[src/rtl/core/dispense_valve_safety_controller_defines.svh]
// assertion macros shared by the dispense valve controller modules
// needs a clock named aclk and an active-low reset named aresetn in scope
`ifndef DISPENSE_VALVE_SAFETY_CONTROLLER_DEFINES_SVH
`define DISPENSE_VALVE_SAFETY_CONTROLLER_DEFINES_SVH

// implication checked on the same edge
`define DVSC_ASSERT_SAME(label, ante, cons) \
    label: assert property (@(posedge aclk) disable iff (!aresetn) (ante) |-> (cons)) \
        else $error("dvsc check failed");

// implication checked on the following edge
`define DVSC_ASSERT_NEXT(label, ante, cons) \
    label: assert property (@(posedge aclk) disable iff (!aresetn) (ante) |=> (cons)) \
        else $error("dvsc check failed");

`endif

[src/rtl/core/dvsc_pkg.sv]
// types, codes and helper functions for the dispense valve controller
// used by dvsc_front, dvsc_back and the top level
package dvsc_pkg;

    localparam int IN_BYTES  = 15;
    localparam int OUT_BYTES = 15;

    localparam logic [31:0] MIN_TIME_SEC  = 32'd1;
    localparam logic [31:0] MAX_TIME_SEC  = 32'd3600;
    localparam logic [31:0] MIN_VOLUME_ML = 32'd10;
    localparam logic [31:0] MAX_VOLUME_ML = 32'd100000;

    localparam logic [31:0] SEC_SAT_LIMIT = 32'd4294967;
    localparam logic [41:0] MS_PER_SEC    = 42'd1000;
    localparam logic [63:0] INV_1000      = 64'd274877907;
    localparam int          INV_SHIFT     = 38;
    localparam logic [22:0] DUR_MAX       = 23'd65535;

    localparam logic [3:0] CMD_TICK    = 4'd0;
    localparam logic [3:0] CMD_REQUEST = 4'd1;
    localparam logic [3:0] CMD_CONFIRM = 4'd2;
    localparam logic [3:0] CMD_START   = 4'd3;
    localparam logic [3:0] CMD_ADJUST  = 4'd4;
    localparam logic [3:0] CMD_CANCEL  = 4'd5;
    localparam logic [3:0] CMD_STOP    = 4'd6;
    localparam logic [3:0] CMD_PAUSE   = 4'd7;
    localparam logic [3:0] CMD_ADD     = 4'd8;
    localparam logic [3:0] CMD_NOP     = 4'd15;

    localparam logic [2:0] PH_IDLE    = 3'd0;
    localparam logic [2:0] PH_CONFIRM = 3'd1;
    localparam logic [2:0] PH_RUN     = 3'd2;
    localparam logic [2:0] PH_PAUSE   = 3'd3;
    localparam logic [2:0] PH_ERROR   = 3'd4;

    localparam logic [2:0] OC_DONE     = 3'd0;
    localparam logic [2:0] OC_USER     = 3'd1;
    localparam logic [2:0] OC_PAUSE_TO = 3'd2;
    localparam logic [2:0] OC_SAFETY   = 3'd3;
    localparam logic [2:0] OC_FLOW     = 3'd4;

    localparam logic [2:0] REG_CONFIRM_TO  = 3'd0;
    localparam logic [2:0] REG_PAUSE_TO    = 3'd1;
    localparam logic [2:0] REG_MAX_RUN     = 3'd2;
    localparam logic [2:0] REG_MAX_VOLUME  = 3'd3;
    localparam logic [2:0] REG_OVERFLOW    = 3'd4;
    localparam logic [2:0] REG_NO_FLOW_TO  = 3'd5;
    localparam logic [2:0] REG_HIGH_FLOW   = 3'd6;
    localparam logic [2:0] REG_HIGH_DUR    = 3'd7;

    typedef struct packed {
        logic [15:0] confirm_timeout_sec;
        logic [15:0] pause_timeout_sec;
        logic [15:0] max_run_sec;
        logic [31:0] max_volume_ml;
        logic [7:0]  overflow_percent;
        logic [15:0] no_flow_timeout_sec;
        logic [15:0] high_flow_threshold;
        logic [15:0] high_flow_duration_sec;
    } cfg_t;

    typedef struct packed {
        logic [3:0]         cmd;
        logic [31:0]        now_ms;
        logic [15:0]        flow;
        logic [15:0]        add;
        logic               target_is_time;
        logic [31:0]        req_target;
        logic signed [15:0] delta;
    } item_t;

    typedef struct packed {
        logic        accepted;
        logic [2:0]  run_state;
        logic        valve_on;
        logic [31:0] volume;
        logic [31:0] elapsed_ms;
        logic [2:0]  outcome;
        logic        finished;
        logic [31:0] target;
        logic        is_time;
    } res_t;

    // seconds to milliseconds, saturating
    function automatic logic [31:0] to_ms(input logic [31:0] s);
        logic [41:0] p;
        p = {10'd0, s} * MS_PER_SEC;
        return (s > SEC_SAT_LIMIT) ? 32'hFFFF_FFFF : p[31:0];
    endfunction

    function automatic logic [31:0] clamp_target(input logic is_time,
                                                 input logic signed [33:0] v,
                                                 input logic [31:0] max_vol);
        logic signed [33:0] lo;
        logic signed [33:0] hi;
        logic signed [33:0] r;
        lo = is_time ? $signed({2'b00, MIN_TIME_SEC}) : $signed({2'b00, MIN_VOLUME_ML});
        if (is_time) begin
            hi = $signed({2'b00, MAX_TIME_SEC});
        end else if (max_vol < MAX_VOLUME_ML) begin
            hi = $signed({2'b00, max_vol});
        end else begin
            hi = $signed({2'b00, MAX_VOLUME_ML});
        end
        r = v;
        if (r < lo) r = lo;
        if (r > hi) r = hi;
        return r[31:0];
    endfunction

endpackage

[src/rtl/core/dvsc_front.sv]
// front end: unpacks and classifies commands, clamps request targets,
// and holds them in a two-entry queue; depends on dvsc_pkg
module dvsc_front (
    input  logic                      aclk,
    input  logic                      aresetn,
    input  logic                      s_tvalid,
    output logic                      s_tready,
    input  logic [8*dvsc_pkg::IN_BYTES-1:0] s_tdata,
    input  logic [31:0]               max_volume_ml,
    output logic                      q_valid,
    output dvsc_pkg::item_t           q_item,
    input  logic                      q_pop
);
`include "dispense_valve_safety_controller_defines.svh"

    dvsc_pkg::item_t in_item;
    dvsc_pkg::item_t mem_reg [2];
    logic            wr_ptr_reg, wr_ptr_next;
    logic            rd_ptr_reg, rd_ptr_next;
    logic [1:0]      count_reg, count_next;
    logic            push;
    logic [3:0]      mode;

    assign mode = s_tdata[3:0];

    always_comb begin
        in_item.cmd            = (mode inside {[dvsc_pkg::CMD_TICK:dvsc_pkg::CMD_ADD]})
                                 ? mode : dvsc_pkg::CMD_NOP;
        in_item.now_ms         = s_tdata[35:4];
        in_item.flow           = s_tdata[51:36];
        in_item.add            = s_tdata[67:52];
        in_item.target_is_time = s_tdata[68];
        in_item.req_target     = dvsc_pkg::clamp_target(s_tdata[68],
                                     $signed({2'b00, s_tdata[100:69]}), max_volume_ml);
        in_item.delta          = $signed(s_tdata[116:101]);
    end

    assign s_tready = (count_reg != 2'd2);
    assign push     = s_tvalid && s_tready;
    assign q_valid  = (count_reg != 2'd0);
    assign q_item   = mem_reg[rd_ptr_reg];

    always_comb begin
        wr_ptr_next = push  ? ~wr_ptr_reg : wr_ptr_reg;
        rd_ptr_next = q_pop ? ~rd_ptr_reg : rd_ptr_reg;
        count_next  = count_reg + {1'b0, push} - {1'b0, q_pop};
    end

    always_ff @(posedge aclk) begin
        if (push) begin
            mem_reg[wr_ptr_reg] <= in_item;
        end
    end

    always_ff @(posedge aclk) begin
        if (!aresetn) begin
            wr_ptr_reg <= 1'b0;
            rd_ptr_reg <= 1'b0;
            count_reg  <= 2'd0;
        end else begin
            wr_ptr_reg <= wr_ptr_next;
            rd_ptr_reg <= rd_ptr_next;
            count_reg  <= count_next;
        end
    end

    `DVSC_ASSERT_SAME(a_count_bound, 1'b1, count_reg != 2'd3)
    `DVSC_ASSERT_SAME(a_pop_needs_data, q_pop, count_reg != 2'd0)
    `DVSC_ASSERT_NEXT(a_push_grows, push && !q_pop, count_reg == $past(count_reg) + 2'd1)

endmodule

[config.mk]
export PLATFORM = sky130hd
export DESIGN_NAME = dvsc_front
export DESIGN_NICKNAME = d
export VERILOG_FILES = /design/src/rtl/core/dvsc_pkg.sv /design/src/rtl/core/dvsc_front.sv
export VERILOG_INCLUDE_DIRS = /design/src /design/src/rtl/core
export SDC_FILE = /design/constraint.sdc
export NUM_CORES = 1
export LEC_CHECK = 0
export ABC_AREA = 0
export ABC_CLOCK_PERIOD_IN_PS = 8400
export BUFFER_PORTS_ARGS = -buffer_cell sky130_fd_sc_hd__clkbuf_2
export CORE_MARGIN = 1.5
export CORE_UTILIZATION = 50
export CTS_CLUSTER_DIAMETER = 200
export DETAILED_ROUTE_END_ITERATION = 16
export HOLD_SLACK_MARGIN = 0.15
export PLACE_DENSITY = 0.87
export REMOVE_ABC_BUFFERS = 1
export SETUP_SLACK_MARGIN = 0.3
export SYNTH_ARGS = -nofsm -noshare
export SYNTH_HDL_FRONTEND = slang
export SYNTH_SLANG_ARGS = --single-unit
[constraint.sdc]
create_clock -name aclk -period 8.4 [get_ports aclk]
set_input_delay 1.26 -clock aclk [delete_from_list [all_inputs] [get_ports aclk]]
set_output_delay 1.26 -clock aclk [all_outputs]
set_load 0.01 [all_outputs]
==> flow_summary.yaml <==
status:
  status: "complete, no violations"
die:
  fp.dieW_um: 146
  fp.dieH_um: 146
  initial_utilization: 0.515
  core-area_mm2: 0.0197
  io_pins: 275
  row_count: 51
  dieArea_mm2: 0.0212
yosys:
  yosysTopAreaCell: "edfxtp_1"
  synth_top_family_by_area: "multiplexers"
  synth_xor_xnor_area_share: 0.00259
  synth.cell_area_mm2: 0.0102
  ys_ff_latch: 239
  synthCells: 613
  ys_warn_count: 0
  synth_adder_area_share: 0.0443
  async_flop_share: 0
  synth_compound_gate_area_share: 0.0241
  synthSimpleGateAreaFrac: 0.0481
  synthTopCellsByCount: "edfxtp_1 (234), mux2_2 (117), clkbuf_1 (42)"
  synthDistinctLibCells: 43
  syn_area_per_cell_um2: 16.6
  synth_area_leaders: "edfxtp_1 (69%), mux2_2 (13%), ha_1 (4.4%)"
  synth_edf_count: 234
  synthMuxAreaShare: 0.151
  ys_seq_area_frac: 0.701
  synth.most_common_cell: "edfxtp_1"
  synth-main-ff-cell: "edfxtp_1"
  synth_top_area_share: 0.692
setup_path:
  crit_chain: "clkbuf_2 -> or4_1 -> nor4_2 -> nand3_1 -> or3_1 -> mux2_4 -> ha_1 -> nand4_1 -> or4_1 -> o31a_1 -> o211ai_1 -> o21ai_2 -> buf_4 -> mux2_4"
  r2r_end: "mem_reg[0][103]"
  worstSetupStartpointType: "input pin"
  crit_slowest_cell: "or4_1"
  crit_fanout: 17
  worstRegToRegCells: 4
  required_ns: 8.67
  critical_path_class: "in2reg"
  worstPathArrival_ns: 5.28
  critPathMaxStageDelay_ns: 0.57
  r2r_start: "count_reg[0]"
  critPathCaptureType: "flip-flop"
  r2r_slack_ns: 5.43
cts:
  postCtsHoldBufs: 0
  clk_pin_slew_ns: 0.06
  cts_tree: "yes"
  clk_latency_ns: 0.53
  cts-htree-levels: 1
  cts_buffer_depth: 3
  cts_setup_buffers: 0
  postCtsResizedCells: 0
  root_buffer: "clkbuf_16"
  cts_made_buffers: 25
  cts.sinks: 239
timing:
  hold_viol: 0
  setup_viol: 0
  worst_pin_slew_ns: 1.19
  slew_viol_final: 0
  fin_setup_tns_ns: 0
  rsz0062_at_grt: "false"
  whs_ns: 0.586
  fmax_mhz: 200
  period_share: 0.596
  clock_skew_ns: 0.00763
  slew_headroom: 0.205
  min_period_ns: 5.01
placed_design:
  dpl.hpwl_um: 15200
  gp_congestion: 0.831
  placed_area_mm2: 0.0118
  portBuffers: 271
detailed_routing:
  drt_wl_total_um: 21800
  drc: 0
  post_drt_wl_per_cell_um: 18.7
  drt_iter0_drc: 304
  dr.pass1.iters: 6
  viasPerCell: 5.26
  antenna_left: 0
  vias: 6139
pwr:
  finalPower_mw: 3.15
  leakage_nw: 5.01
  power.density_mw_per_mm2: 251
  ir_drop_uv: 156
min_path:
  hp-start: "rd_ptr_reg"
  min_delay_path_depth: 2
  min_to: "rd_ptr_reg"
  hold_path.class: "reg2reg"
global_routing:
  grt_max_degree: 88
  grt_use_total: 0.205
  grt_pass1_wl_um: 33900
  grt_pass1_vias: 6240
  antenna_found_initial: 0
  gr-total-overflow: 0
finish:
  final_nets: 1075
  insertedDiodeCount: 0
  area_growth_pct: 23.6
  fin_area_mm2: 0.0126
  fillCellCount: 1379
  largest_reg_flops: 234
  register_area_mm2: 0.00713
  drive_gt1_frac: 0.488
  multiInputGateArea_mm2: 0.00282
run:
  drv_cap: 0
==> layer usage <==
layer	vias to the layer above	wire length, um	track usage
met4	0	522	0.0607
met1	2977	8460	0.247
met3	37	1730	0.0486
met2	262	11100	0.365
met5	-	0	0
li1	2863	-	-
==> layout by cell type, fill, tap and decap left out, types with 4 or more instances in the layout <==
| master | instances |
|---|---|
| clkbuf_2 | 271 |
| edfxtp_1 | 234 |
| mux2_2 | 117 |
| ha_1 | 36 |
| clkbuf_16 | 25 |
| inv_1 | 24 |
| and2_1 | 21 |
| nand2_1 | 17 |
| mux2i_1 | 16 |
| conb_1 | 15 |
| a21oi_1 | 14 |
| nand4_1 | 10 |
| clkbuf_1 | 10 |
| nor4_1 | 9 |
| o21ai_0 | 9 |
| nor2_1 | 7 |
| nand2b_1 | 5 |
| o211ai_1 | 4 |
| mux2_4 | 4 |
| clkbuf_8 | 4 |
| dfxtp_1 | 4 |
| buf_4 | 4 |
==> power by group <==
part           leakage, nW  internal [mW]  switching [mW]
clock                0.385          0.622           0.437
combinational         2.40          0.229           0.312
sequential            2.23           1.51          0.0430
total                 5.01           2.36           0.792
==> cell families (layout without fill, tap and decap cells) <==
group / after synthesis / after routing
flip-flops: 239 / 239
multiplexers: 137 / 137
AND/OR/NAND/NOR: 87 / 87
buffers and inverters: 70 / 345
AO/OA/AOI/OAI: 40 / 40
adder cells (fa/ha/maj): 36 / 36
XOR/XNOR: 3 / 3
other: 1 / 15
==> final cells by class <==
class                   count  area share
repair buffers            275       0.110
flip-flops and latches    239       0.568
inverters                  24     0.00718
clock inverters             7     0.00638
well taps                 265      0.0264
multi-input cells         318       0.224
clock buffers              39      0.0572
==> per-stage QoR <==
step	setup WS (ns)	std cells	util
5_1_grt	3.22	1167	0.637
3_3_place_gp	2.86	1121	0.596
2_1_floorplan	1.58	581	-
6_report	3.39	1167	0.637
3_5_place_dp	2.84	1121	0.596
4_1_cts	3.40	1167	0.637
==> worst max-delay path by stage <==
stage	startpoint	end	slack (ns)	cells after the start
6_report	s_tdata[86]	mem_reg[1][19]	3.39	14
5_1_grt	s_tdata[86]	mem_reg[0][17]	3.22	14
4_1_cts	s_tdata[86]	mem_reg[1][19]	3.40	14
3_5_place_dp	s_tdata[86]	mem_reg[1][19]	2.84	14
3_3_place_gp	s_tdata[86]	mem_reg[0][19]	2.86	14
2_1_floorplan	s_tvalid	mem_reg[0][0]	1.58	2
==> worst max-delay path, delay by kind of cell <==
| family | cells | cell delay [ns] |
|---|---|---|
| AO/OA/AOI/OAI | 3 | 0.60 |
| AND/OR/NAND/NOR | 6 | 2.02 |
| multiplexers | 2 | 0.67 |
| buffers and inverters | 2 | 0.41 |
| adder cells (fa/ha/maj) | 1 | 0.30 |
Note: power is estimated with default switching activity, not from simulation.
