`config.mk`:
```
export PLATFORM = sky130hd
export DESIGN_NAME = dvsc_back
export DESIGN_NICKNAME = d
export VERILOG_FILES = /design/src/rtl/core/dvsc_pkg.sv /design/src/rtl/core/dvsc_back.sv
export VERILOG_INCLUDE_DIRS = /design/src /design/src/rtl/core
export SDC_FILE = /design/constraint.sdc
export NUM_CORES = 2
export LEC_CHECK = 0
export BUFFER_PORTS_ARGS = -buffer_cell sky130_fd_sc_hd__buf_4
export CAP_MARGIN = 5
export CORE_ASPECT_RATIO = 1.5
export CORE_MARGIN = 1
export CORE_UTILIZATION = 40
export DETAILED_ROUTE_END_ITERATION = 10
export PLACE_DENSITY = 0.55
export SYNTH_ARGS = -nofsm -noshare
export SYNTH_HDL_FRONTEND = slang
export SYNTH_SLANG_ARGS = --single-unit
export TNS_END_PERCENT = 10
```
`constraint.sdc`:
```
create_clock -name aclk -period 20.2 [get_ports aclk]
set_clock_uncertainty 0.2 [all_clocks]
set_input_delay 4.04 -clock aclk [delete_from_list [all_inputs] [get_ports aclk]]
set_output_delay 4.04 -clock aclk [all_outputs]
set_load 0.01 [all_outputs]
```
`src/rtl/core/dispense_valve_safety_controller_defines.svh`:
```
// assertion macros shared by the dispense valve controller modules
// needs a clock named aclk and an active-low reset named aresetn in scope
`ifndef DISPENSE_VALVE_SAFETY_CONTROLLER_DEFINES_SVH
`define DISPENSE_VALVE_SAFETY_CONTROLLER_DEFINES_SVH

// implication checked on the same edge
`define DVSC_ASSERT_SAME(label, ante, cons) \
    label: assert property (@(posedge aclk) disable iff (!aresetn) (ante) |-> (cons)) \
        else $error("dvsc check failed");

// implication checked on the following edge
`define DVSC_ASSERT_NEXT(label, ante, cons) \
    label: assert property (@(posedge aclk) disable iff (!aresetn) (ante) |=> (cons)) \
        else $error("dvsc check failed");

`endif

```
`src/rtl/core/dvsc_pkg.sv`:
```
// types, codes and helper functions for the dispense valve controller
// used by dvsc_front, dvsc_back and the top level
package dvsc_pkg;

    localparam int IN_BYTES  = 15;
    localparam int OUT_BYTES = 15;

    localparam logic [31:0] MIN_TIME_SEC  = 32'd1;
    localparam logic [31:0] MAX_TIME_SEC  = 32'd3600;
    localparam logic [31:0] MIN_VOLUME_ML = 32'd10;
    localparam logic [31:0] MAX_VOLUME_ML = 32'd100000;

    localparam logic [31:0] SEC_SAT_LIMIT = 32'd4294967;
    localparam logic [41:0] MS_PER_SEC    = 42'd1000;
    localparam logic [63:0] INV_1000      = 64'd274877907;
    localparam int          INV_SHIFT     = 38;
    localparam logic [22:0] DUR_MAX       = 23'd65535;

    localparam logic [3:0] CMD_TICK    = 4'd0;
    localparam logic [3:0] CMD_REQUEST = 4'd1;
    localparam logic [3:0] CMD_CONFIRM = 4'd2;
    localparam logic [3:0] CMD_START   = 4'd3;
    localparam logic [3:0] CMD_ADJUST  = 4'd4;
    localparam logic [3:0] CMD_CANCEL  = 4'd5;
    localparam logic [3:0] CMD_STOP    = 4'd6;
    localparam logic [3:0] CMD_PAUSE   = 4'd7;
    localparam logic [3:0] CMD_ADD     = 4'd8;
    localparam logic [3:0] CMD_NOP     = 4'd15;

    localparam logic [2:0] PH_IDLE    = 3'd0;
    localparam logic [2:0] PH_CONFIRM = 3'd1;
    localparam logic [2:0] PH_RUN     = 3'd2;
    localparam logic [2:0] PH_PAUSE   = 3'd3;
    localparam logic [2:0] PH_ERROR   = 3'd4;

    localparam logic [2:0] OC_DONE     = 3'd0;
    localparam logic [2:0] OC_USER     = 3'd1;
    localparam logic [2:0] OC_PAUSE_TO = 3'd2;
    localparam logic [2:0] OC_SAFETY   = 3'd3;
    localparam logic [2:0] OC_FLOW     = 3'd4;

    localparam logic [2:0] REG_CONFIRM_TO  = 3'd0;
    localparam logic [2:0] REG_PAUSE_TO    = 3'd1;
    localparam logic [2:0] REG_MAX_RUN     = 3'd2;
    localparam logic [2:0] REG_MAX_VOLUME  = 3'd3;
    localparam logic [2:0] REG_OVERFLOW    = 3'd4;
    localparam logic [2:0] REG_NO_FLOW_TO  = 3'd5;
    localparam logic [2:0] REG_HIGH_FLOW   = 3'd6;
    localparam logic [2:0] REG_HIGH_DUR    = 3'd7;

    typedef struct packed {
        logic [15:0] confirm_timeout_sec;
        logic [15:0] pause_timeout_sec;
        logic [15:0] max_run_sec;
        logic [31:0] max_volume_ml;
        logic [7:0]  overflow_percent;
        logic [15:0] no_flow_timeout_sec;
        logic [15:0] high_flow_threshold;
        logic [15:0] high_flow_duration_sec;
    } cfg_t;

    typedef struct packed {
        logic [3:0]         cmd;
        logic [31:0]        now_ms;
        logic [15:0]        flow;
        logic [15:0]        add;
        logic               target_is_time;
        logic [31:0]        req_target;
        logic signed [15:0] delta;
    } item_t;

    typedef struct packed {
        logic        accepted;
        logic [2:0]  run_state;
        logic        valve_on;
        logic [31:0] volume;
        logic [31:0] elapsed_ms;
        logic [2:0]  outcome;
        logic        finished;
        logic [31:0] target;
        logic        is_time;
    } res_t;

    // seconds to milliseconds, saturating
    function automatic logic [31:0] to_ms(input logic [31:0] s);
        logic [41:0] p;
        p = {10'd0, s} * MS_PER_SEC;
        return (s > SEC_SAT_LIMIT) ? 32'hFFFF_FFFF : p[31:0];
    endfunction

    function automatic logic [31:0] clamp_target(input logic is_time,
                                                 input logic signed [33:0] v,
                                                 input logic [31:0] max_vol);
        logic signed [33:0] lo;
        logic signed [33:0] hi;
        logic signed [33:0] r;
        lo = is_time ? $signed({2'b00, MIN_TIME_SEC}) : $signed({2'b00, MIN_VOLUME_ML});
        if (is_time) begin
            hi = $signed({2'b00, MAX_TIME_SEC});
        end else if (max_vol < MAX_VOLUME_ML) begin
            hi = $signed({2'b00, max_vol});
        end else begin
            hi = $signed({2'b00, MAX_VOLUME_ML});
        end
        r = v;
        if (r < lo) r = lo;
        if (r > hi) r = hi;
        return r[31:0];
    endfunction

endpackage

```
`src/rtl/core/dvsc_back.sv`:
```
// back end: run state machine, timers and safety checks, one item per cycle
// while no untaken result stalls it, with a registered result; depends on dvsc_pkg
module dvsc_back (
    input  logic              aclk,
    input  logic              aresetn,
    input  dvsc_pkg::cfg_t    cfg,
    input  logic              q_valid,
    input  dvsc_pkg::item_t   q_item,
    output logic              q_pop,
    output logic              res_valid,
    output dvsc_pkg::res_t    res,
    input  logic              res_ready
);
`include "dispense_valve_safety_controller_defines.svh"

    logic [2:0]  phase_reg, phase_next;
    logic        valve_reg, valve_next;
    logic [31:0] confirm_begin_reg, confirm_begin_next;
    logic [31:0] run_begin_reg, run_begin_next;
    logic [31:0] pause_begin_reg, pause_begin_next;
    logic [31:0] paused_sum_reg, paused_sum_next;
    logic [31:0] volume_reg, volume_next;
    logic [31:0] lf_volume_reg, lf_volume_next;
    logic [31:0] lf_time_reg, lf_time_next;
    logic        kind_reg, kind_next;
    logic [31:0] target_reg, target_next;
    logic        hf_active_reg, hf_active_next;
    logic [31:0] hf_begin_reg, hf_begin_next;
    logic [31:0] elapsed_ms_reg, elapsed_ms_next;
    logic [2:0]  outcome_reg, outcome_next;
    logic        res_valid_reg;
    dvsc_pkg::res_t res_reg, res_next;

    logic [31:0] now;
    logic [31:0] run_t, pause_t, paused_tot, act;
    logic [32:0] vol_sum;
    logic [40:0] ovf_lhs, ovf_rhs;
    logic [31:0] lft_eff;
    logic [31:0] adj_target;
    logic        acc, fin, ended;

    assign q_pop     = q_valid && (!res_valid_reg || res_ready);
    assign res_valid = res_valid_reg;
    assign res       = res_reg;
    assign now       = q_item.now_ms;

    always_comb begin
        run_t      = now - run_begin_reg;
        pause_t    = now - pause_begin_reg;
        paused_tot = (phase_reg == dvsc_pkg::PH_PAUSE) ? paused_sum_reg + pause_t
                                                       : paused_sum_reg;
        act        = (run_t > paused_tot) ? run_t - paused_tot : 32'd0;
        vol_sum    = {1'b0, volume_reg} + {17'd0, q_item.add};
        ovf_lhs    = {9'd0, volume_reg} * 41'd100;
        ovf_rhs    = {9'd0, target_reg} * ({33'd0, cfg.overflow_percent} + 41'd100);
        lft_eff    = (volume_reg > lf_volume_reg) ? now : lf_time_reg;
        adj_target = dvsc_pkg::clamp_target(kind_reg,
                         $signed({2'b00, target_reg}) + 34'(q_item.delta),
                         cfg.max_volume_ml);
    end

    always_comb begin
        phase_next         = phase_reg;
        valve_next         = valve_reg;
        confirm_begin_next = confirm_begin_reg;
        run_begin_next     = run_begin_reg;
        pause_begin_next   = pause_begin_reg;
        paused_sum_next    = paused_sum_reg;
        volume_next        = volume_reg;
        lf_volume_next     = lf_volume_reg;
        lf_time_next       = lf_time_reg;
        kind_next          = kind_reg;
        target_next        = target_reg;
        hf_active_next     = hf_active_reg;
        hf_begin_next      = hf_begin_reg;
        elapsed_ms_next    = elapsed_ms_reg;
        outcome_next       = outcome_reg;
        acc                = 1'b0;
        fin                = 1'b0;
        ended              = 1'b0;

        case (q_item.cmd)
            dvsc_pkg::CMD_TICK: begin
                if (phase_reg == dvsc_pkg::PH_RUN || phase_reg == dvsc_pkg::PH_PAUSE) begin
                    elapsed_ms_next = act;
                end
                if (phase_reg == dvsc_pkg::PH_CONFIRM &&
                    (now - confirm_begin_reg) >=
                    dvsc_pkg::to_ms({16'd0, cfg.confirm_timeout_sec})) begin
                    phase_next = dvsc_pkg::PH_IDLE;
                    valve_next = 1'b0;
                end else if (phase_reg == dvsc_pkg::PH_PAUSE &&
                             pause_t >= dvsc_pkg::to_ms({16'd0, cfg.pause_timeout_sec})) begin
                    ended        = 1'b1;
                    outcome_next = dvsc_pkg::OC_PAUSE_TO;
                    phase_next   = dvsc_pkg::PH_IDLE;
                end else if (phase_reg == dvsc_pkg::PH_RUN) begin
                    if (act >= dvsc_pkg::to_ms({16'd0, cfg.max_run_sec}) ||
                        volume_reg >= cfg.max_volume_ml) begin
                        ended        = 1'b1;
                        outcome_next = dvsc_pkg::OC_SAFETY;
                        phase_next   = dvsc_pkg::PH_ERROR;
                    end else if (!kind_reg && target_reg != 32'd0 && ovf_lhs > ovf_rhs) begin
                        ended        = 1'b1;
                        outcome_next = dvsc_pkg::OC_SAFETY;
                        phase_next   = dvsc_pkg::PH_ERROR;
                    end else begin
                        if (volume_reg > lf_volume_reg) begin
                            lf_volume_next = volume_reg;
                            lf_time_next   = now;
                        end
                        if ((now - lft_eff) >=
                            dvsc_pkg::to_ms({16'd0, cfg.no_flow_timeout_sec})) begin
                            ended        = 1'b1;
                            outcome_next = dvsc_pkg::OC_FLOW;
                            phase_next   = dvsc_pkg::PH_ERROR;
                        end else if (q_item.flow >= cfg.high_flow_threshold) begin
                            if (!hf_active_reg) begin
                                hf_active_next = 1'b1;
                                hf_begin_next  = now;
                            end else if ((now - hf_begin_reg) >=
                                dvsc_pkg::to_ms({16'd0, cfg.high_flow_duration_sec})) begin
                                ended        = 1'b1;
                                outcome_next = dvsc_pkg::OC_FLOW;
                                phase_next   = dvsc_pkg::PH_ERROR;
                            end
                        end else begin
                            hf_active_next = 1'b0;
                            hf_begin_next  = 32'd0;
                        end
                        if (!ended && target_reg != 32'd0 &&
                            ((!kind_reg && volume_reg >= target_reg) ||
                             (kind_reg && act >= dvsc_pkg::to_ms(target_reg)))) begin
                            ended        = 1'b1;
                            outcome_next = dvsc_pkg::OC_DONE;
                            phase_next   = dvsc_pkg::PH_IDLE;
                        end
                    end
                end
            end
            dvsc_pkg::CMD_REQUEST, dvsc_pkg::CMD_START: begin
                if (phase_reg == dvsc_pkg::PH_IDLE || phase_reg == dvsc_pkg::PH_ERROR) begin
                    acc                = 1'b1;
                    run_begin_next     = now;
                    pause_begin_next   = 32'd0;
                    paused_sum_next    = 32'd0;
                    volume_next        = 32'd0;
                    lf_volume_next     = 32'd0;
                    lf_time_next       = now;
                    hf_active_next     = 1'b0;
                    hf_begin_next      = 32'd0;
                    elapsed_ms_next    = 32'd0;
                    outcome_next       = dvsc_pkg::OC_DONE;
                    if (q_item.cmd == dvsc_pkg::CMD_REQUEST) begin
                        phase_next         = dvsc_pkg::PH_CONFIRM;
                        valve_next         = 1'b0;
                        confirm_begin_next = now;
                        kind_next          = q_item.target_is_time;
                        target_next        = q_item.req_target;
                    end else begin
                        phase_next         = dvsc_pkg::PH_RUN;
                        valve_next         = 1'b1;
                        confirm_begin_next = 32'd0;
                        kind_next          = 1'b0;
                        target_next        = 32'd0;
                    end
                end
            end
            dvsc_pkg::CMD_CONFIRM: begin
                if (phase_reg == dvsc_pkg::PH_CONFIRM) begin
                    acc              = 1'b1;
                    phase_next       = dvsc_pkg::PH_RUN;
                    valve_next       = 1'b1;
                    run_begin_next   = now;
                    pause_begin_next = 32'd0;
                    paused_sum_next  = 32'd0;
                    volume_next      = 32'd0;
                    lf_volume_next   = 32'd0;
                    lf_time_next     = now;
                    hf_active_next   = 1'b0;
                    hf_begin_next    = 32'd0;
                    elapsed_ms_next  = 32'd0;
                    outcome_next     = dvsc_pkg::OC_DONE;
                end
            end
            dvsc_pkg::CMD_ADJUST: begin
                if (phase_reg == dvsc_pkg::PH_CONFIRM && q_item.delta != 16'sd0 &&
                    adj_target != target_reg) begin
                    acc         = 1'b1;
                    target_next = adj_target;
                end
            end
            dvsc_pkg::CMD_CANCEL: begin
                if (phase_reg == dvsc_pkg::PH_CONFIRM || phase_reg == dvsc_pkg::PH_ERROR) begin
                    acc        = 1'b1;
                    phase_next = dvsc_pkg::PH_IDLE;
                    valve_next = 1'b0;
                end
            end
            dvsc_pkg::CMD_STOP: begin
                if (phase_reg == dvsc_pkg::PH_RUN || phase_reg == dvsc_pkg::PH_PAUSE) begin
                    acc          = 1'b1;
                    ended        = 1'b1;
                    outcome_next = dvsc_pkg::OC_USER;
                    phase_next   = dvsc_pkg::PH_IDLE;
                end else begin
                    acc        = (phase_reg != dvsc_pkg::PH_IDLE);
                    phase_next = dvsc_pkg::PH_IDLE;
                    valve_next = 1'b0;
                end
            end
            dvsc_pkg::CMD_PAUSE: begin
                if (phase_reg == dvsc_pkg::PH_RUN) begin
                    acc              = 1'b1;
                    phase_next       = dvsc_pkg::PH_PAUSE;
                    valve_next       = 1'b0;
                    pause_begin_next = now;
                end else if (phase_reg == dvsc_pkg::PH_PAUSE) begin
                    acc              = 1'b1;
                    phase_next       = dvsc_pkg::PH_RUN;
                    valve_next       = 1'b1;
                    paused_sum_next  = paused_sum_reg + pause_t;
                    pause_begin_next = 32'd0;
                    lf_time_next     = now;
                    lf_volume_next   = volume_reg;
                end
            end
            dvsc_pkg::CMD_ADD: begin
                if (phase_reg == dvsc_pkg::PH_RUN) begin
                    acc         = 1'b1;
                    volume_next = vol_sum[32] ? 32'hFFFF_FFFF : vol_sum[31:0];
                end
            end
            default: begin
            end
        endcase

        // common run ending
        if (ended) begin
            fin             = 1'b1;
            elapsed_ms_next = act;
            valve_next      = 1'b0;
            hf_active_next  = 1'b0;
            hf_begin_next   = 32'd0;
        end

        res_next.accepted   = acc;
        res_next.run_state  = phase_next;
        res_next.valve_on   = valve_next;
        res_next.volume     = volume_next;
        res_next.elapsed_ms = elapsed_ms_next;
        res_next.outcome    = outcome_next;
        res_next.finished   = fin;
        res_next.target     = target_next;
        res_next.is_time    = kind_next;
    end

    always_ff @(posedge aclk) begin
        if (q_pop) begin
            res_reg <= res_next;
        end
    end

    always_ff @(posedge aclk) begin
        if (!aresetn) begin
            phase_reg         <= dvsc_pkg::PH_IDLE;
            valve_reg         <= 1'b0;
            confirm_begin_reg <= 32'd0;
            run_begin_reg     <= 32'd0;
            pause_begin_reg   <= 32'd0;
            paused_sum_reg    <= 32'd0;
            volume_reg        <= 32'd0;
            lf_volume_reg     <= 32'd0;
            lf_time_reg       <= 32'd0;
            kind_reg          <= 1'b0;
            target_reg        <= 32'd0;
            hf_active_reg     <= 1'b0;
            hf_begin_reg      <= 32'd0;
            elapsed_ms_reg    <= 32'd0;
            outcome_reg       <= dvsc_pkg::OC_DONE;
            res_valid_reg     <= 1'b0;
        end else begin
            if (q_pop) begin
                phase_reg         <= phase_next;
                valve_reg         <= valve_next;
                confirm_begin_reg <= confirm_begin_next;
                run_begin_reg     <= run_begin_next;
                pause_begin_reg   <= pause_begin_next;
                paused_sum_reg    <= paused_sum_next;
                volume_reg        <= volume_next;
                lf_volume_reg     <= lf_volume_next;
                lf_time_reg       <= lf_time_next;
                kind_reg          <= kind_next;
                target_reg        <= target_next;
                hf_active_reg     <= hf_active_next;
                hf_begin_reg      <= hf_begin_next;
                elapsed_ms_reg    <= elapsed_ms_next;
                outcome_reg       <= outcome_next;
            end
            if (q_pop) begin
                res_valid_reg <= 1'b1;
            end else if (res_ready) begin
                res_valid_reg <= 1'b0;
            end
        end
    end

    `DVSC_ASSERT_SAME(a_valve_only_running, valve_reg, phase_reg == dvsc_pkg::PH_RUN)
    `DVSC_ASSERT_NEXT(a_finish_closes_valve, q_pop && fin, !valve_reg && !res_reg.valve_on)
    `DVSC_ASSERT_NEXT(a_result_held, res_valid_reg && !res_ready, res_valid_reg && $stable(res_reg))

endmodule

```
==> impl_metrics.py <==
metrics = {
    "yosys": {
        "ys_async_sr_fraction": 0,
        "synth_edf_count": 106,
        "syn_avg_cell_area_um2": 8.52,
        "synth-main-ff-cell": "dfxtp_1",
        "yosys_warnings": 0,
        "ys_seq_elements": 436,
        "synthCells": 7994,
        "synth_top_area_frac": 0.202,
        "netlist_area_um2": 68100,
        "yosysTopAreaCell": "ha_1",
        "synth.distinct_cells": 115,
        "ys_seq_area_frac": 0.144,
        "synth_area_leaders": "ha_1 (20%), fa_1 (18%), dfxtp_1 (9.7%)",
    },
    "route": {
        "via_per_inst": 5.61,
        "antenna_left": 0,
        "wire_per_inst_um": 22.4,
        "drc": 0,
        "drt-total-wl_um": 237000,
        "dr.pass1.iters": 9,
        "drt_iter0_drc": 3379,
        "vias": 59400,
    },
    "power": {
        "power.total_mw": 5.73,
        "power.static_leakage_nw": 35.9,
        "pwr-share-clk": 0.187,
        "cellPowerDensity_nw_per_um2": 75.8,
        "switching_share": 0.456,
        "combPwrFrac": 0.650,
        "power_frac_seq": 0.163,
        "p_int_mw": 3.12,
        "p_sw_mw": 2.61,
        "irDropWorstVdd_v": 0.0000731,
    },
    "sta": {
        "period_minus_slack_ns": 16.81,
        "slew_headroom": 0.0948,
        "setup_viol": 0,
        "tightestPinTransition_ns": 1.35,
        "max_freq_mhz": 59.5,
        "finalSetupTns_ns": 0,
        "maxSlewViolCount": 0,
        "rsz0062_at_grt": "no",
        "post-route-period-util": 0.832,
        "hold_viol_final": 0,
    },
    "clock_network": {
        "cts.path.max_buffers": 3,
        "clock-sinks": 436,
        "path_clk_slew_ns": 0.06,
        "cts_tree": "yes",
        "cts_hold_buf": 0,
        "clock_latency_ns": 0.67,
        "tritoncts.num_buffers": 52,
        "cts-htree-levels": 2,
        "cts_setup_buffers": 0,
        "ctsResizeCount": 0,
        "cts_root_buffer": "clkbuf_16",
    },
    "setup_path": {
        "arrival_ns": 17.21,
        "critPathMaxStageDelay_ns": 1.01,
        "critPathKind": "in2reg",
        "cp_slowest_cell": "nor3_4",
        "crit_fanout": 31,
        "cp-start-kind": "input pin",
        "cp-end-kind": "register",
        "required_ns": 20.60,
    },
    "global_route": {
        "grt_pass1_wl_um": 362000,
        "grt_max_degree": 93,
        "grt_util_all_layers": 0.273,
        "grt_pass1_vias": 60600,
        "antenna_found_initial": 8,
        "gr-total-overflow": 0,
    },
    "status": {
        "status": "finished, final reports clean",
    },
    "die": {
        "die_y_um": 507,
        "start_util": 0.403,
        "ios": 365,
        "core_um2": 169000,
        "dieArea_um2": 172000,
        "dieWidth_um": 339,
        "rows": 185,
    },
    "placed_design": {
        "portBuffers": 364,
        "dp_hpwl_um": 194000,
        "gp_congestion": 0.973,
    },
    "worst_hold_path": {
        "min_path_type": "reg2reg",
    },
    "final_layout": {
        "fillers": 16800,
        "syn_to_final_growth_pct": 11.0,
        "nets": 10300,
        "multi_input_area_um2": 53900,
        "final_layout_size_suffix_gt1_frac": 0.0808,
        "regArea_um2": 9790,
        "largest_reg_flops": 106,
    },
    "job": {
        "cap_violations": 0,
    },
}
==> cells by family (layout without fill, tap and decap cells) <==
logic type,after synthesis,in the layout,synth area share
compound gates,1976,1976,0.188
other cells,1,18,0.0000550
fa+ha+maj,1706,1706,0.380
mux,92,92,0.0136
flops,436,436,0.144
buf+inv,1221,1550,0.0683
xor+xnor,414,414,0.0536
simple gates,2148,2148,0.152
==> path summary, 6_finish.rpt <==
| check | startpoint | to | depth (start not counted) | slack, ns |
|---|---|---|---|---|
| worst max-delay path | q_item[81] | hf_begin_reg[1] | 52 | 3.39 |
| worst min-delay path | elapsed_ms_reg[9] | elapsed_ms_reg[9] | 2 | 0.25 |
| worst max register to register | pause_begin_reg[0] | hf_begin_reg[1] | 50 | 6.82 |
| worst min register to register | elapsed_ms_reg[9] | elapsed_ms_reg[9] | 2 | 0.25 |
==> area by class of cell <==
type                    count  share of cell area
multi-input cells        6351               0.713
clock buffers              68              0.0195
flip-flops and latches    436               0.129
clock inverters            30             0.00515
well taps                2244              0.0371
diodes                      3           0.0000993
repair buffers            475              0.0472
inverters                 977              0.0486
==> synth_stat cells, types with 21 or more instances <==
library cell  count
ha_1           1098
inv_1           974
nand2_1         694
a21oi_1         626
fa_1            608
nor2_1          447
o21ai_0         388
dfxtp_1         330
xnor2_1         285
a21o_1          271
nand3_1         218
clkbuf_1        205
nand2b_1        143
and2_1          139
xor2_1          127
nor3_1          120
edfxtp_1        106
mux2i_1          86
nand4_1          85
nor2b_1          78
o21a_1           70
a22o_1           68
a31oi_1          67
o21bai_1         55
and3_1           54
a211oi_1         47
o31ai_1          34
or3_1            34
nor4_1           32
o211ai_1         28
a211o_1          25
a221o_1          24
a2111oi_0        23
a21boi_0         23
or2_2            21
==> per-layer routing <==
metal  share of wire  global-route usage  up-vias
li1                -                   -    28300
met1            0.38               0.301    29000
met2            0.51               0.506     1660
met3           0.049              0.0317      486
met4           0.064               0.149       10
met5         0.00025                   0        -
==> worst max-delay path: cells and delay by family <==
family | cells | cell delay, ns
compound gates | 28 | 7.61
xor+xnor | 3 | 0.53
fa+ha+maj | 5 | 1.54
buf+inv | 3 | 0.56
simple gates | 13 | 2.90
==> placed cells by master, fill, tap and decap left out, types with 28 or more instances in the layout <==
cell       netlist  routed
a211oi_1        47      47
a21o_1         271     271
a21oi_1        626     625
a22o_1          68      68
a31oi_1         67      67
and2_1         139     139
and3_1          54      53
buf_4           11     475
clkbuf_16        0      57
dfxtp_1        330     330
edfxtp_1       106     106
fa_1           608     608
ha_1          1098    1098
inv_1          974     973
mux2i_1         86      86
nand2_1        694     691
nand2b_1       143     143
nand3_1        218     218
nand4_1         85      85
nor2_1         447     438
nor2b_1         78      78
nor3_1         120     118
nor4_1          32      30
o211ai_1        28      28
o21a_1          70      70
o21ai_0        388     387
o21bai_1        55      55
o31ai_1         34      34
or3_1           34      34
xnor2_1        285     283
xor2_1         127     125
==> stage by stage <==
| step | instances | util | setup slack, ns | area [µm²] | hold WS, ns |
|---|---|---|---|---|---|
| floorplan | 8008 | - | 6.20 | 68200 | 0.225 |
| global placement | 10500 | 0.436 | 2.83 | 73700 | 0.235 |
| detailed placement | 10500 | 0.436 | 2.66 | 73700 | 0.242 |
| CTS | 10600 | 0.447 | 3.33 | 75600 | 0.253 |
| global route | 10600 | 0.447 | 2.40 | 75600 | 0.271 |
| finish | 10600 | 0.447 | 3.39 | 75600 | 0.251 |
==> power by group through the flow <==
stage          sequential, mW  clock (mW)  combinational [mW]
2_1_floorplan           0.955           0                2.70
3_3_place_gp            0.952           0                3.70
3_5_place_dp            0.952           0                3.75
4_1_cts                 0.933        1.10                3.78
5_1_grt                 0.934        1.12                4.23
6_report                0.933        1.07                3.73
(Power assumes the default switching activity.)
